**config.mk**
```make
export PLATFORM = sky130hd
export DESIGN_NAME = byte_stack_with_search_top
export DESIGN_NICKNAME = d
export VERILOG_FILES = /design/src/hw/rtl/bss_pkg.sv /design/src/hw/rtl/bss_front.sv /design/src/hw/rtl/bss_queue.sv /design/src/hw/rtl/bss_back.sv /design/src/hw/rtl/byte_stack_with_search_top.sv
export VERILOG_INCLUDE_DIRS = /design/src /design/src/hw/rtl
export SDC_FILE = /design/constraint.sdc
export NUM_CORES = 1
export LEC_CHECK = 0
export BUFFER_PORTS_ARGS = -buffer_cell sky130_fd_sc_hd__buf_2
export CORE_UTILIZATION = 40
export CTS_CLUSTER_DIAMETER = 100
export DETAILED_ROUTE_END_ITERATION = 8
export HOLD_SLACK_MARGIN = 0.15
export PLACE_DENSITY_LB_ADDON = 0.15
export SLEW_MARGIN = 40
export SYNTH_ARGS = -nofsm -noshare
export SYNTH_HDL_FRONTEND = slang
export SYNTH_HIERARCHICAL = 1
export SYNTH_SLANG_ARGS = --single-unit
```
**constraint.sdc**
```tcl
create_clock -name clk -period 5.3 [get_ports clk]
set_input_delay 1.06 -clock clk [delete_from_list [all_inputs] [get_ports clk]]
set_output_delay 1.06 -clock clk [all_outputs]
set_load 0.01 [all_outputs]
```
**src/hw/rtl/byte_stack_with_search_top_defines.svh**
```systemverilog
// Assertion macros shared by the byte stack RTL.
`ifndef BYTE_STACK_WITH_SEARCH_TOP_DEFINES_SVH
`define BYTE_STACK_WITH_SEARCH_TOP_DEFINES_SVH

`ifndef SYNTHESIS
// Same-cycle implication, disabled during reset.
`define BSS_ASSERT_IMP(label, clk, rst, ante, cons) \
  label: assert property (@(posedge clk) disable iff (rst) (ante) |-> (cons)) \
    else $error("bss assertion failed");
// Next-cycle implication, disabled during reset.
`define BSS_ASSERT_NXT(label, clk, rst, ante, cons) \
  label: assert property (@(posedge clk) disable iff (rst) (ante) |=> (cons)) \
    else $error("bss assertion failed");
`else
`define BSS_ASSERT_IMP(label, clk, rst, ante, cons)
`define BSS_ASSERT_NXT(label, clk, rst, ante, cons)
`endif

`endif

```
**src/hw/rtl/bss_pkg.sv**
```systemverilog
// Types and constants shared by the byte stack modules.
package bss_pkg;

  localparam int DATA_W   = 8;
  localparam int OP_W     = 2;
  localparam int STATUS_W = 2;
  localparam int IDX_W    = 6;
  localparam int DEPTH_W  = 7;
  localparam int CAP_W    = 7;

  localparam logic [CAP_W-1:0] CAP_RESET = 7'd64;

  localparam int QUEUE_DEPTH = 2;
  localparam int QUEUE_AW    = 1;
  localparam int QUEUE_CW    = 2;

  typedef enum logic [OP_W-1:0] {
    OP_PUSH   = 2'd0,
    OP_POP    = 2'd1,
    OP_PEEK   = 2'd2,
    OP_SEARCH = 2'd3
  } op_t;

  typedef enum logic [STATUS_W-1:0] {
    STAT_OK        = 2'd0,
    STAT_FULL      = 2'd1,
    STAT_EMPTY     = 2'd2,
    STAT_NOT_FOUND = 2'd3
  } status_t;

  typedef enum logic [1:0] {
    S_IDLE,
    S_READ,
    S_SEARCH
  } state_t;

  typedef struct packed {
    op_t               op;
    logic [DATA_W-1:0] value;
    logic              reads_top;
    logic              pops;
  } req_t;

  typedef struct packed {
    status_t            status;
    logic [DATA_W-1:0]  data;
    logic [IDX_W-1:0]   found_index;
    logic [DEPTH_W-1:0] depth_used;
    logic               is_empty;
    logic               is_full;
  } result_t;

endpackage

```
**src/hw/rtl/bss_front.sv**
```systemverilog
// Front stage: accept requests, classify the operation and hold them for the queue.
module bss_front (
  input  logic                         clk,
  input  logic                         rst,
  input  logic                         in_valid,
  output logic                         in_ready,
  input  logic [bss_pkg::OP_W-1:0]     op,
  input  logic [bss_pkg::DATA_W-1:0]   value,
  output logic                         fq_valid,
  input  logic                         fq_ready,
  output bss_pkg::req_t                fq_req
);

  logic          hold_valid;
  logic          hold_valid_next;
  bss_pkg::req_t hold_req;
  bss_pkg::req_t cls_req;
  logic          accept;

  always_comb begin
    cls_req.op        = bss_pkg::op_t'(op);
    cls_req.value     = value;
    cls_req.reads_top = (cls_req.op == bss_pkg::OP_POP) || (cls_req.op == bss_pkg::OP_PEEK);
    cls_req.pops      = (cls_req.op == bss_pkg::OP_POP);
  end

  assign in_ready = !hold_valid || fq_ready;
  assign accept   = in_valid && in_ready;

  always_comb begin
    hold_valid_next = hold_valid;
    if (accept) begin
      hold_valid_next = 1'b1;
    end else if (fq_ready) begin
      hold_valid_next = 1'b0;
    end
  end

  always_ff @(posedge clk) begin
    if (rst) begin
      hold_valid <= 1'b0;
    end else begin
      hold_valid <= hold_valid_next;
    end
  end

  always_ff @(posedge clk) begin
    if (accept) begin
      hold_req <= cls_req;
    end
  end

  assign fq_valid = hold_valid;
  assign fq_req   = hold_req;

endmodule

```
**src/hw/rtl/bss_queue.sv**
```systemverilog
// Short request queue between the front stage and the stack engine.
module bss_queue (
  input  logic          clk,
  input  logic          rst,
  input  logic          wr_valid,
  output logic          wr_ready,
  input  bss_pkg::req_t wr_req,
  output logic          rd_valid,
  input  logic          rd_ready,
  output bss_pkg::req_t rd_req
);

  bss_pkg::req_t                   slots [bss_pkg::QUEUE_DEPTH];
  logic [bss_pkg::QUEUE_AW-1:0]    wptr;
  logic [bss_pkg::QUEUE_AW-1:0]    rptr;
  logic [bss_pkg::QUEUE_CW-1:0]    fill;
  logic                            do_wr;
  logic                            do_rd;

  assign wr_ready = (fill != bss_pkg::QUEUE_CW'(bss_pkg::QUEUE_DEPTH));
  assign rd_valid = (fill != '0);
  assign do_wr    = wr_valid && wr_ready;
  assign do_rd    = rd_valid && rd_ready;
  assign rd_req   = slots[rptr];

  always_ff @(posedge clk) begin
    if (rst) begin
      wptr <= '0;
      rptr <= '0;
      fill <= '0;
    end else begin
      if (do_wr) begin
        wptr <= wptr + 1'b1;
      end
      if (do_rd) begin
        rptr <= rptr + 1'b1;
      end
      unique case ({do_wr, do_rd})
        2'b10:   fill <= fill + 1'b1;
        2'b01:   fill <= fill - 1'b1;
        default: fill <= fill;
      endcase
    end
  end

  always_ff @(posedge clk) begin
    if (do_wr) begin
      slots[wptr] <= wr_req;
    end
  end

endmodule

```
**src/hw/rtl/bss_back.sv**
```systemverilog
// Stack engine: entry memory, depth counter, search scan and result register.
module bss_back #(
  parameter int DEPTH = 64
) (
  input  logic                        clk,
  input  logic                        rst,
  input  logic [bss_pkg::CAP_W-1:0]   capacity,
  input  logic                        q_valid,
  output logic                        q_ready,
  input  bss_pkg::req_t               q_req,
  output logic                        out_valid,
  input  logic                        out_ready,
  output bss_pkg::result_t            out_res
);

  localparam int AW     = $clog2(DEPTH);
  localparam int CNT_W  = $clog2(DEPTH + 1);
  localparam int CMP_W  = (CNT_W > bss_pkg::DEPTH_W) ? CNT_W : bss_pkg::DEPTH_W;

  logic [bss_pkg::DATA_W-1:0] mem [DEPTH];

  bss_pkg::state_t            state;
  bss_pkg::state_t            state_next;
  logic [CNT_W-1:0]           count;
  logic [CNT_W-1:0]           count_next;
  bss_pkg::req_t              req;
  logic [AW-1:0]              chk_idx;
  logic [AW-1:0]              chk_idx_next;
  logic [bss_pkg::DATA_W-1:0] rd_data;

  logic                       wr_en;
  logic [AW-1:0]              wr_addr;
  logic                       rd_en;
  logic [AW-1:0]              rd_addr;
  logic                       res_load;
  bss_pkg::status_t           res_status;
  logic [bss_pkg::DATA_W-1:0] res_data;
  logic [AW-1:0]              res_idx;
  bss_pkg::result_t           res_next;

  logic [CMP_W-1:0]           cap_ext;
  logic [CMP_W-1:0]           eff_cap;
  logic [CMP_W-1:0]           cnt_ext;
  logic [CMP_W-1:0]           cnt_next_ext;
  logic [CMP_W-1:0]           idx_ext;
  logic                       full_now;
  logic                       slot_free;
  logic                       take;
  logic                       hit;

  assign cap_ext   = CMP_W'(capacity);
  assign eff_cap   = (cap_ext > CMP_W'(DEPTH)) ? CMP_W'(DEPTH) : cap_ext;
  assign cnt_ext   = CMP_W'(count);
  assign full_now  = (cnt_ext >= eff_cap);
  assign slot_free = !out_valid || out_ready;
  assign q_ready   = (state == bss_pkg::S_IDLE) && slot_free;
  assign take      = q_valid && q_ready;
  assign hit       = (rd_data == req.value);

  // Next state
  always_comb begin
    state_next = state;
    unique case (state)
      bss_pkg::S_IDLE: begin
        if (take && (count != '0)) begin
          if (q_req.reads_top) begin
            state_next = bss_pkg::S_READ;
          end else if (q_req.op == bss_pkg::OP_SEARCH) begin
            state_next = bss_pkg::S_SEARCH;
          end
        end
      end
      bss_pkg::S_READ: begin
        state_next = bss_pkg::S_IDLE;
      end
      bss_pkg::S_SEARCH: begin
        if (hit || (chk_idx == '0)) begin
          state_next = bss_pkg::S_IDLE;
        end
      end
      default: state_next = bss_pkg::S_IDLE;
    endcase
  end

  // Datapath controls
  always_comb begin
    count_next   = count;
    chk_idx_next = chk_idx;
    wr_en        = 1'b0;
    wr_addr      = count[AW-1:0];
    rd_en        = 1'b0;
    rd_addr      = AW'(count - 1'b1);
    res_load     = 1'b0;
    res_status   = bss_pkg::STAT_OK;
    res_data     = '0;
    res_idx      = '0;
    unique case (state)
      bss_pkg::S_IDLE: begin
        if (take) begin
          unique case (q_req.op)
            bss_pkg::OP_PUSH: begin
              res_load = 1'b1;
              if (full_now) begin
                res_status = bss_pkg::STAT_FULL;
              end else begin
                wr_en      = 1'b1;
                count_next = count + 1'b1;
              end
            end
            bss_pkg::OP_POP, bss_pkg::OP_PEEK: begin
              if (count == '0) begin
                res_load   = 1'b1;
                res_status = bss_pkg::STAT_EMPTY;
              end else begin
                rd_en = 1'b1;
              end
            end
            bss_pkg::OP_SEARCH: begin
              if (count == '0) begin
                res_load   = 1'b1;
                res_status = bss_pkg::STAT_NOT_FOUND;
              end else begin
                rd_en        = 1'b1;
                chk_idx_next = AW'(count - 1'b1);
              end
            end
            default: ;
          endcase
        end
      end
      bss_pkg::S_READ: begin
        res_load = 1'b1;
        res_data = rd_data;
        if (req.pops) begin
          count_next = count - 1'b1;
        end
      end
      bss_pkg::S_SEARCH: begin
        if (hit) begin
          res_load = 1'b1;
          res_idx  = chk_idx;
        end else if (chk_idx == '0) begin
          res_load   = 1'b1;
          res_status = bss_pkg::STAT_NOT_FOUND;
        end else begin
          // step one entry toward the bottom
          rd_en        = 1'b1;
          rd_addr      = chk_idx - 1'b1;
          chk_idx_next = chk_idx - 1'b1;
        end
      end
      default: ;
    endcase
  end

  assign cnt_next_ext = CMP_W'(count_next);
  assign idx_ext      = CMP_W'(res_idx);

  always_comb begin
    res_next.status      = res_status;
    res_next.data        = res_data;
    res_next.found_index = idx_ext[bss_pkg::IDX_W-1:0];
    res_next.depth_used  = cnt_next_ext[bss_pkg::DEPTH_W-1:0];
    res_next.is_empty    = (count_next == '0);
    res_next.is_full     = (cnt_next_ext >= eff_cap);
  end

  always_ff @(posedge clk) begin
    if (rst) begin
      state     <= bss_pkg::S_IDLE;
      count     <= '0;
      out_valid <= 1'b0;
    end else begin
      state <= state_next;
      count <= count_next;
      if (res_load) begin
        out_valid <= 1'b1;
      end else if (out_ready) begin
        out_valid <= 1'b0;
      end
    end
  end

  always_ff @(posedge clk) begin
    if (take) begin
      req <= q_req;
    end
    chk_idx <= chk_idx_next;
    if (res_load) begin
      out_res <= res_next;
    end
  end

  always_ff @(posedge clk) begin
    if (wr_en) begin
      mem[wr_addr] <= q_req.value;
    end
    if (rd_en) begin
      rd_data <= mem[rd_addr];
    end
  end

endmodule

```
**src/hw/rtl/byte_stack_with_search_top.sv**
```systemverilog
// Push: the result is loaded as the engine takes it; pop and peek read the entry memory, then
// load the result (at once when empty). Search scans the entry memory top down to a match or
// the bottom entry (at once when empty). Back end takes one push per cycle while the result
// slot is free, and no new request during a pop, peek or search; the sustained rate is set by
// the single read port of the entry memory. Synchronous active-high reset empties the stack and
// restores capacity to 64; entry memory is not cleared, since only written entries are ever read.
`include "byte_stack_with_search_top_defines.svh"

module byte_stack_with_search_top #(
  parameter int DEPTH = 64
) (
  input  logic                             clk,
  input  logic                             rst,
  input  logic                             in_valid,
  output logic                             in_ready,
  input  logic [bss_pkg::OP_W-1:0]         op,
  input  logic [bss_pkg::DATA_W-1:0]       value,
  output logic                             out_valid,
  input  logic                             out_ready,
  output logic [bss_pkg::STATUS_W-1:0]     status,
  output logic [bss_pkg::DATA_W-1:0]       data,
  output logic [bss_pkg::IDX_W-1:0]        found_index,
  output logic [bss_pkg::DEPTH_W-1:0]      depth_used,
  output logic                             is_empty,
  output logic                             is_full,
  input  logic                             cfg_valid,
  output logic                             cfg_ready,
  input  logic [bss_pkg::CAP_W-1:0]        cfg_data
);

  // Capacity register; writes must arrive only while the block is idle (the block does not enforce this).
  logic [bss_pkg::CAP_W-1:0] capacity;

  // Front stage to queue
  logic          fq_valid;
  logic          fq_ready;
  bss_pkg::req_t fq_req;

  // Queue to stack engine
  logic          q_valid;
  logic          q_ready;
  bss_pkg::req_t q_req;

  bss_pkg::result_t res;
  logic             bk_take;

  assign cfg_ready = 1'b1;

  always_ff @(posedge clk) begin
    if (rst) begin
      capacity <= bss_pkg::CAP_RESET;
    end else if (cfg_valid && cfg_ready) begin
      capacity <= cfg_data;
    end
  end

  // Front: accept and classify each request
  bss_front u_front (
    .clk      (clk),
    .rst      (rst),
    .in_valid (in_valid),
    .in_ready (in_ready),
    .op       (op),
    .value    (value),
    .fq_valid (fq_valid),
    .fq_ready (fq_ready),
    .fq_req   (fq_req)
  );

  // Decouple the front from the engine so each can stall alone
  bss_queue u_queue (
    .clk      (clk),
    .rst      (rst),
    .wr_valid (fq_valid),
    .wr_ready (fq_ready),
    .wr_req   (fq_req),
    .rd_valid (q_valid),
    .rd_ready (q_ready),
    .rd_req   (q_req)
  );

  // Back: carry out the request against the entry memory
  bss_back #(
    .DEPTH (DEPTH)
  ) u_back (
    .clk       (clk),
    .rst       (rst),
    .capacity  (capacity),
    .q_valid   (q_valid),
    .q_ready   (q_ready),
    .q_req     (q_req),
    .out_valid (out_valid),
    .out_ready (out_ready),
    .out_res   (res)
  );

  assign bk_take = q_valid && q_ready;

  // Break the result out onto its ports
  assign status      = res.status;
  assign data        = res.data;
  assign found_index = res.found_index;
  assign depth_used  = res.depth_used;
  assign is_empty    = res.is_empty;
  assign is_full     = res.is_full;

  // A rejected push always reports a full stack
  `BSS_ASSERT_IMP(a_full_flag, clk, rst, out_valid && (status == bss_pkg::STAT_FULL), is_full)
  // A failed pop or peek reports an empty stack and no data
  `BSS_ASSERT_IMP(a_empty_flag, clk, rst, out_valid && (status == bss_pkg::STAT_EMPTY),
                  is_empty && (data == '0))
  // The engine never takes a request while an undelivered result holds the slot
  `BSS_ASSERT_IMP(a_slot_free, clk, rst, bk_take, !out_valid || out_ready)
  // Hold a waiting result steady until the receiver takes it
  `BSS_ASSERT_NXT(a_out_hold, clk, rst, out_valid && !out_ready, out_valid && $stable(res))

endmodule
```
==> results of run 1 <==
[logic make-up after synthesis]
kind of cell / after synthesis
AND/OR/NAND/NOR: 384
XOR/XNOR: 24
adder cells (fa/ha/maj): 23
flip-flops: 619
buffers and inverters: 172
multiplexers: 152
other: 1
AO/OA/AOI/OAI: 332
[routing by layer]
layer / wire (um) / up-vias
li1: - / 6845
met3: 5430 / 119
met1: 29900 / 7732
met4: 2280 / 2
met2: 31300 / 534
met5: 11 / -
[registers in the layout, indices dropped and copies added, names as in the netlist, named ones only]
signal,cells
u_queue/rptr,1
u_back/cnt_ext,7
u_front/fq_req,12
u_back/out_valid,1
u_back/state,2
u_queue/wptr,1
u_back/req,9
capacity,7
u_front/fq_valid,1
u_back/out_res,25
u_back/chk_idx,6
u_back/rd_data,8
u_queue/fill,2
u_queue/slots,24
u_back/mem,512
[worst max path at each step]
stage / slack [ns] / cells past startpoint / start / end
after floorplan: 1.50 / 15 / capacity[6] / u_back/out_res[0]
after global placement: 0.76 / 10 / u_back/state[1] / u_back/rd_data[2]
after detailed placement: 0.73 / 10 / u_back/state[1] / u_back/rd_data[2]
after CTS: 0.70 / 10 / u_back/state[1] / u_back/rd_data[2]
after global routing: 0.46 / 10 / u_back/state[1] / u_back/rd_data[2]
final: 0.63 / 11 / u_back/chk_idx[0] / u_back/rd_data[2]
[worst max-delay path: stages (launching register included)]
cell,delay [ns]
edfxtp_1,0.48
inv_1,0.27
ha_1,0.20
nand2b_1,0.09
o21ai_2,0.35
a21o_4,0.50
a21o_4,0.46
buf_4,0.41
mux2i_1,0.13
a221oi_1,0.57
a211oi_1,0.24
nor4_1,0.62
[area by class of cell]
type | count | area [um^2] | share of cell area, %
flip-flops and latches | 619 | 18400 | 62.6
clock buffers | 83 | 1860 | 6.36
inverters | 77 | 289 | 0.986
clock inverters | 38 | 418 | 1.43
multi-input cells | 916 | 6470 | 22.1
well taps | 846 | 1060 | 3.61
repair buffers | 122 | 866 | 2.95
[stage by stage]
stage | hold slack (ns) | setup WS (ns) | area, um^2 | instances | total power [mW]
after floorplan | 0.421 | 1.50 | 25500 | 1707 | 8.36
after global placement | 0.426 | 0.758 | 27000 | 2579 | 9.95
after detailed placement | 0.434 | 0.726 | 27000 | 2579 | 9.99
after CTS | 0.444 | 0.702 | 29300 | 2700 | 14.8
after global routing | 0.452 | 0.461 | 29300 | 2701 | 15.3
final | 0.444 | 0.630 | 29300 | 2701 | 14.8
[layout by cell type (no fill, tap or decap), drive strengths merged, types with 3 or more instances in the layout]
cell type	Yosys	layout
nand4	6	6
a221oi	38	38
a31oi	39	39
mux2i	139	139
clkinv	1	26
nand2	175	175
a311oi	30	30
clkinvlp	0	3
o22ai	6	6
a2111oi	3	3
a21oi	19	19
o221ai	18	18
o21ai	7	7
nor3b	4	4
dfxtp	23	23
xor2	14	14
nor4	10	10
nand3b	8	8
inv	76	77
nor2b	6	6
buf	55	122
a222oi	6	6
and3	6	6
nand2b	8	8
and2	16	16
nor2	100	100
a211oi	140	140
nand3	27	27
o31ai	3	3
or2	3	3
edfxtp	596	596
clkbuf	40	83
xnor2	10	10
ha	22	22
a21o	7	7
or3	4	4
mux2	13	13
nor3	9	9
bufinv	0	9
[where the power goes]
group	total (mW)	switching, mW	leakage (nW)	internal, mW
sequential	6.05	0.0916	5.58	5.95
clock	4.83	1.89	1.12	2.94
combinational	3.88	2.75	3.28	1.13
==> metrics.txt, run 1 <==
IO Port Bufs=48; Final Util=46.6%; largest net degree at the start of global routing=68; detailed-route DRC error count=0; Synth top cells by count=edfxtp_1, nand2_1, a211oi_1, mux2i_1, nor2_1; Starting Density=40.4%; Root Buffer=clkbuf_16; highest clock rate=0.214 GHz; Final ANT Viol Nets=0; Seq cells post-synth=619; vias in the first global route=14900; worst hold-check path type=reg -> reg; Worst slew margin=36.9%; Die X=254 um; Clock Path Buffers=3; top-count cell post-synth=edfxtp_1; Lkg Pwr=9.97 nW; Synth area leaders=edfxtp_1, mux2i_1, a211oi_1; count of cells along the worst register-to-register path=11; WL final=68900 um; Worst Hold Path Cells=0; largest family of logic cells by synthesized area=compound AO/OA/AOI/OAI gates; status=finished, final reports clean; met3 Usage GRT=5.40%; Startpoint Class=flip-flop; WL/cell=25.5 um; gr busiest metal=met2; Remaining Overflow, GRT=0; clk slew on worst S/H paths=0.06 ns; Syn. warnings=6; worst-margin pin slew=0.947 ns; hpwl dp=44300 um; Hold-fix buffers, CTS=0; Synth async-reset ratio=0%; Synth top area share=70.3%; global placer's final weighted congestion=0.843; Total Negative Setup Slacks=0 ns; Slew Viols, Final=0; crit path DAT=4.98 ns; post-synthesis adder-cell area fraction=1.12%; pwr/cell area=503 nW/um^2; Post-CTS Setup Bufs=0; RSZ-0062 raised after global routing=no; post-synth cell types=67; maximum vdd ir drop=0.000281 V; FF-to-FF setup slack=0.63 ns; XOR/XNOR Fraction of Synth Area=0.825%; Max-cap violations=0; EDFF count, synth=596; crit share post-route=88.1%; detailed-route via count=15200; cell area after synthesis=25500 um^2; Clock Sinks=619; fin crit period=4.67 ns; cells after synthesis=1707; Iter 0 DRT Violations=1443; ant diodes=0; Fillers=5458; GRT met2 Usage=33.1%; # rows=92; IO Count=50; core area=63000 um^2; # setup viols final=0; Via density=5.64; Clock Latency Late Sink=0.61 ns; Worst Skew=0.0217 ns; die area=64700 um^2; initial antenna violation count=1; Synth area leader=edfxtp_1; CTS tree=built; Total Routing Usage GR=21.6%; first-pass GRT wire length=101000 um; Critical R2R Capture=u_back/rd_data[2]; Layout Nets=1847; Die H=254 um; H-tree levels=3; CTS buffer count=67; critical path fanouts, max=33; Layout area overhead=15.2%; Compound-Gate Fraction of Synth Area=10.1%; Critical Path End Type=flip-flop; Synth Flop Type=edfxtp_1; met1 global-route usage=29.5%; hold wc startpoint=u_front/fq_req[10]; multiplexer share of the synthesized area=6.04%; Setup CP Type=reg -> reg; post-synthesis simple-gate area fraction=6.80%; syn_nets=1751; Final Hold Fails=0; worst r2r src=u_back/chk_idx[0]; register area share after synthesis=72.1%; hold path endpoint=u_queue/slots[1][10]; Req. time, crit path=5.61 ns; Synth Area per Inst=14.9 um^2; share of layout cells above drive strength 1=14.5%; post-CTS resize count=0; first drt pass iteration count=5
Note: power is estimated with default switching activity, not from simulation.
==> run 2, diff against run 1 <==
Settings changed: PLACE_DENSITY_LB_ADDON 0.15 to unset, RECOVER_POWER set to 50.
==> run 2 against run 1 <==
  * The run now ends with capacitance limit, slew limit left
  * Final cell count is 1.7% lower
  * Flip-flop and latch count stayed put
  * Sequential share of layout area is 1.8 points higher
  * Critical path depth is 2 lower
  * Global-route usage is 1.1 points lower
  * Design area is 2.7% lower
  * Fmax is 0.51% lower
  * Critical endpoint is now u_back/rd_data[7]
  * Largest power group unchanged
  * Highest routed layer is now met4
==> metrics.txt, run 2 (synthesis gave the netlist of run 1 again) <==
Largest Register=u_back/mem (unchanged); Worst slew margin=-141% (was 36.9%); IO Count=50 (unchanged); Final ANT Viol Nets=0 (unchanged); Total Routing Usage GR=20.5% (was 21.6%); global placer's final weighted congestion=0.876 (was 0.843); worst setup path end=u_back/rd_data[7] (was u_back/rd_data[2]); CTS tree=built (unchanged); maximum vdd ir drop=0.000310 V (was 0.000281 V); count of cells along the worst register-to-register path=9 (was 11); highest clock rate=0.213 GHz (was 0.214 GHz); largest net degree at the start of global routing=69 (was 68); Critical Path End Type=flip-flop (unchanged); most common cell after layout, fill and taps aside=edfxtp_1 (unchanged); Starting Density=40.4% (unchanged); Setup WS pre-CTS=0.733 ns (was 0.726 ns); share of layout cells above drive strength 1=9.34% (was 14.5%); Hold-fix buffers, CTS=0 (unchanged); initial antenna violation count=2 (was 1); final critical-path setup slack=0.606 ns (was 0.630 ns); fin crit period=4.69 ns (was 4.67 ns); Layout Nets=1804 (was 1847); Critical R2R Capture=u_back/rd_data[7] (was u_back/rd_data[2]); crit share post-route=88.6% (was 88.1%); WL final=65700 um (was 68900 um); Final Hold Fails=0 (unchanged); detailed-route via count=15000 (was 15200); vias in the first global route=14800 (was 14900); Die H=254 um (unchanged); worst-margin pin slew=3.61 ns (was 0.947 ns); Startpoint Class=flip-flop (unchanged); worst hold-check path type=reg -> reg (unchanged); Die X=254 um (unchanged); die area=64700 um^2 (unchanged); Post-CTS Setup Bufs=0 (unchanged); CTS buffer count=60 (was 67); worst r2r src=u_back/rd_data[3] (was u_back/chk_idx[0]); post-CTS resize count=0 (unchanged); clk slew on worst S/H paths=0.06 ns (about the same); WL/cell=24.8 um (was 25.5 um); Lkg Pwr=9.42 nW (was 9.97 nW); # rows=92 (unchanged); Clock Sinks=619 (unchanged); Slew Viols, Final=406 (was 0); Critical path origin=u_back/rd_data[3] (was u_back/chk_idx[0]); status=complete, but fails checks (was finished, final reports clean); critical path fanouts, max=43 (was 33); crit path DAT=5.04 ns (was 4.98 ns); Total Negative Setup Slacks=0 ns (unchanged); Via density=5.66 (was 5.64); max FFs per register=512 (unchanged); H-tree levels=2 (was 3); Clock Latency Late Sink=0.64 ns (was 0.61 ns); pwr/cell area=488 nW/um^2 (was 503 nW/um^2); Req. time, crit path=5.64 ns (was 5.61 ns); hpwl dp=42100 um (was 44300 um); Top Registers=u_back/mem: 512 flops, u_back/out_res: 25 flops, u_queue/slots: 24 flops (unchanged); detailed-route DRC error count=0 (unchanged); failing checks=capacitance limit, slew limit; first-pass GRT wire length=97100 um (was 101000 um); first drt pass iteration count=6 (was 5); Setup CP Type=reg -> reg (unchanged); Layout area overhead=12.0% (was 15.2%); Iter 0 DRT Violations=1449 (was 1443); core area=63000 um^2 (unchanged); Remaining Overflow, GRT=0 (unchanged); # setup viols final=0 (unchanged); RSZ-0062 raised after global routing=no (unchanged); Worst Skew=0.0329 ns (was 0.0217 ns); Worst Hold Path Cells=0 (unchanged); FF-to-FF setup slack=0.61 ns (was 0.63 ns); Root Buffer=clkbuf_16 (unchanged); most frequent cells in the layout=edfxtp_1, nand2_1, mux2i_1, a211oi_1, nor2_1 (unchanged); ant diodes=0 (unchanged); Max-cap violations=8 (was 0); IO Port Bufs=48 (unchanged); Clock Path Buffers=3 (unchanged)
==> run 2: per-stage QoR <==
stage / instances / utilization (%) / power (mW) / hold WS (ns) / cell area, um^2
after floorplan: 1707 / - / 8.36 / 0.421 / 25500
after global placement: 2542 / 42.4 / 9.85 / 0.422 / 26700
after detailed placement: 2543 / 42.4 / 9.89 / 0.443 / 26700
after CTS: 2654 / 45.4 / 13.9 / 0.450 / 28600
after global routing: 2655 / 45.3 / 14.4 / 0.451 / 28500
final: 2655 / 45.3 / 13.9 / 0.437 / 28500
==> run 2: worst min path at each step <==
stage / startpoint / endpoint
final: u_front/fq_req[6] / u_queue/slots[1][6]
after global routing: u_front/fq_req[6] / u_queue/slots[1][6]
after CTS: u_front/fq_req[6] / u_queue/slots[1][6]
after detailed placement: u_front/fq_req[5] / u_queue/slots[1][5]
after global placement: u_front/fq_req[11] / u_queue/slots[0][11]
after floorplan: u_front/fq_req[0] / u_queue/slots[0][0]
==> run 2: where the power goes <==
| part | switching, mW | total (mW) | internal [mW] |
|---|---|---|---|
| combinational | 2.69 | 3.73 | 1.04 |
| sequential | 0.0972 | 6.10 | 6.00 |
| clock | 1.79 | 4.09 | 2.30 |
==> run 2: metal layers <==
metal  up-vias  track usage (%)  routed length [um]
met1      7540             27.7               27200
li1       6751                -                   -
met4         0             6.87                2190
met3       122             3.89                5240
met2       623             33.2               31200
met5         -                0                   0
==> run 2: final cells by class <==
type | count | area (um^2)
timing repair buffer | 86 | 510
tap | 846 | 1060
clock buffer | 81 | 1640
fill | 5501 | 34400
inverter | 77 | 289
sequential | 619 | 18400
multi-input combinational | 916 | 6450
clock inverter | 30 | 218
==> run 2: worst max-delay path, cell delays in order, from the launching register on <==
cell      delay, ns
edfxtp_1       0.48
xor2_1         0.21
nor4_4         0.60
a21o_4         0.61
buf_4          0.53
o21ai_2        0.11
buf_4          0.25
a222oi_1       0.65
a211oi_1       0.27
nor4_1         0.66
==> run 3, diff against run 2 <==
Settings changed: CELL_PAD_IN_SITES_DETAIL_PLACEMENT set to 1, CELL_PAD_IN_SITES_GLOBAL_PLACEMENT set to 2, PLACE_DENSITY_LB_ADDON set to 0.1.
==> run 3 against run 2 <==
  * Combinational power rose by 8.3%
  * Global-route usage rose by 3.2 points
  * The run still ends with capacitance limit, slew limit left
  * Sequential share of layout area is 1.4 points lower
  * Fmax up 1.8%
  * Non-clock buffer count increased by 50
  * Via count increased by 2.0%
  * Clock power is 11% higher
  * First-iteration DRC count shrank 4.8%
  * Highest routed layer is now met5
  * Critical path depth stayed put
  * Clock-buffer cell count is 2 higher
  * Flip-flop and latch count unchanged
==> metrics.txt, run 3 (synthesis gave the netlist of run 1 again) <==
status=complete, but fails checks (unchanged); failing checks=capacitance limit, slew limit (unchanged); Critical R2R Capture=u_back/rd_data[1] (was u_back/rd_data[7]); vias in the first global route=15600 (was 14800); Layout area overhead=14.6% (was 12.0%); crit share post-route=87.0% (was 88.6%); # rows=92 (unchanged); Total Negative Setup Slacks=0 ns (unchanged); Starting Density=40.4% (unchanged); count of cells along the worst register-to-register path=9 (unchanged); first-pass GRT wire length=109000 um (was 97100 um); Root Buffer=clkbuf_16 (unchanged); Clock Sinks=619 (unchanged); Worst Skew=0.0209 ns (was 0.0329 ns); CP top delay family=compound AO/OA/AOI/OAI gates (unchanged); Slowest-stage cell, CP=a211oi_1 (was nor4_1); detailed-route DRC error count=0 (unchanged); worst-margin pin slew=2.83 ns (was 3.61 ns); CP Buf/Inv Count=1 (was 2); Startpoint Class=flip-flop (unchanged); RSZ-0062 raised after global routing=no (unchanged); crit path DAT=4.91 ns (was 5.04 ns); first drt pass iteration count=5 (was 6); Hold-fix buffers, CTS=0 (unchanged); highest clock rate=0.217 GHz (was 0.213 GHz); worst r2r src=u_back/state[1] (was u_back/rd_data[3]); Req. time, crit path=5.60 ns (was 5.64 ns); initial antenna violation count=4 (was 2); Die X=254 um (unchanged); max FFs per register=512 (unchanged); Clock Latency Late Sink=0.61 ns (was 0.64 ns); FF-to-FF setup slack=0.69 ns (was 0.61 ns); CTS tree=built (unchanged); critical path cell sequence=clkbuf_1 -> nor2b_1 -> o21ai_2 -> a21o_4 -> or3_1 -> o22ai_1 -> a221oi_1 -> a211oi_1 -> nor4_1 (was xor2_1 -> nor4_4 -> a21o_4 -> buf_4 -> o21ai_2 -> buf_4 -> a222oi_1 -> a211oi_1 -> nor4_1); Remaining Overflow, GRT=0 (unchanged); clk slew on worst S/H paths=0.06 ns (about the same); Final ANT Viol Nets=0 (unchanged); H-tree levels=3 (was 2); Top Registers=u_back/mem: 512 flops, u_back/out_res: 25 flops, u_queue/slots: 24 flops (unchanged); Largest Register=u_back/mem (unchanged); Clock Path Buffers=3 (unchanged); IO Port Bufs=48 (unchanged); Critical Path End Type=flip-flop (unchanged); Worst slew margin=-88.8% (was -141%); Setup CP Type=reg -> reg (unchanged); Via density=5.67 (was 5.66); delay of the slowest cell on the worst path=0.73 ns (was 0.66 ns); hpwl dp=49700 um (was 42100 um); most frequent cells in the layout=edfxtp_1, nand2_1, mux2i_1, a211oi_1, nor2_1 (unchanged); die area=64700 um^2 (unchanged); # setup viols final=0 (unchanged); Iter 0 DRT Violations=1380 (was 1449); Final Hold Fails=0 (unchanged); WL/cell=28.1 um (was 24.8 um); core area=63000 um^2 (unchanged); Final Util=46.3% (was 45.3%); Lkg Pwr=9.78 nW (was 9.42 nW); Post-CTS Setup Bufs=0 (unchanged); critical path depth=9 (unchanged); Total Routing Usage GR=23.7% (was 20.5%); critical path fanouts, max=36 (was 43); Die H=254 um (unchanged); worst setup path end=u_back/rd_data[1] (was u_back/rd_data[7]); Critical path origin=u_back/state[1] (was u_back/rd_data[3]); detailed-route via count=15300 (was 15000); most common cell after layout, fill and taps aside=edfxtp_1 (unchanged); total power=14.7 mW (was 13.9 mW); maximum vdd ir drop=0.000268 V (was 0.000310 V); fin crit period=4.61 ns (was 4.69 ns); worst hold-check path type=reg -> reg (unchanged); Slew Viols, Final=401 (was 406); pwr/cell area=502 nW/um^2 (was 488 nW/um^2); global placer's final weighted congestion=0.820 (was 0.876); WL final=76000 um (was 65700 um); post-CTS resize count=0 (unchanged); CTS buffer count=67 (was 60); Layout Nets=1861 (was 1804); largest net degree at the start of global routing=62 (was 69); share of layout cells above drive strength 1=12.3% (was 9.34%); Max-cap violations=10 (was 8); IO Count=50 (unchanged)
run 3: changes by cell type in the layout (fill, tap and decap cells not counted), moves of 3 or more:
cell,previous run,this run
clkbuf_8,4,0
o22ai_1,6,3
buf_4,24,70
clkbuf_16,61,71
mux2_2,8,5
o22ai_2,0,3
nor2_2,2,9
mux2_1,5,8
nor2_1,98,91
run 3: how the worst min path moves through the flow:
stage | end | from | cells past startpoint | slack, ns
after detailed placement | u_queue/slots[0][6] | u_front/fq_req[6] | 0 | 0.43
after global routing | u_queue/slots[1][6] | u_front/fq_req[6] | 0 | 0.46
after global placement | u_queue/slots[0][5] | u_front/fq_req[5] | 0 | 0.42
after CTS | u_queue/slots[0][6] | u_front/fq_req[6] | 0 | 0.45
final | u_queue/slots[0][6] | u_front/fq_req[6] | 0 | 0.44
after floorplan | u_queue/slots[0][0] | u_front/fq_req[0] | 0 | 0.42
run 3: layout make-up:
cell class                      count  area [um^2]
Sequential cell                   619        18400
Fill cell                        6217        33800
Clock buffer                       83         1820
Multi-Input combinational cell    916         6480
Inverter                           77          289
Clock inverter                     29          262
Timing Repair Buffer              136          901
Tap cell                          846         1060
Antenna cell                        1         2.50
run 3: worst register-to-register path, stage by stage, from the launching register on:
cell and delay [ns]:
dfxtp_1 0.31, clkbuf_1 0.42, nor2b_1 0.53, o21ai_2 0.26
a21o_4 0.43, or3_1 0.49, o22ai_1 0.61, a221oi_1 0.37
a211oi_1 0.73, nor4_1 0.17
run 3: per-layer routing:
metal | wire [um] | global-route usage [%] | part of all wire (%)
met1 | 35100 | 34.1 | 46
met2 | 35100 | 37.2 | 46
met3 | 4590 | 4.07 | 6.0
met4 | 1300 | 6.25 | 1.7
met5 | 12 | 0 | 0.016
run 3: metrics by stage:
step	cell area, um^2	cells	setup WS [ns]	hold WS [ns]
after floorplan	25500	1707	1.50	0.421
after CTS	29200	2706	0.823	0.446
after global placement	27100	2592	0.636	0.424
final	29200	2707	0.690	0.442
after global routing	29200	2706	0.453	0.457
after detailed placement	27100	2594	0.840	0.432
run 3: power breakdown:
group	internal, mW	total (mW)	leakage (nW)	switching [mW]
Clock	2.67	4.54	1.01	1.87
Sequential	5.99	6.07	5.58	0.0802
Combinational	1.09	4.04	3.19	2.95
Total	9.75	14.7	9.78	4.90
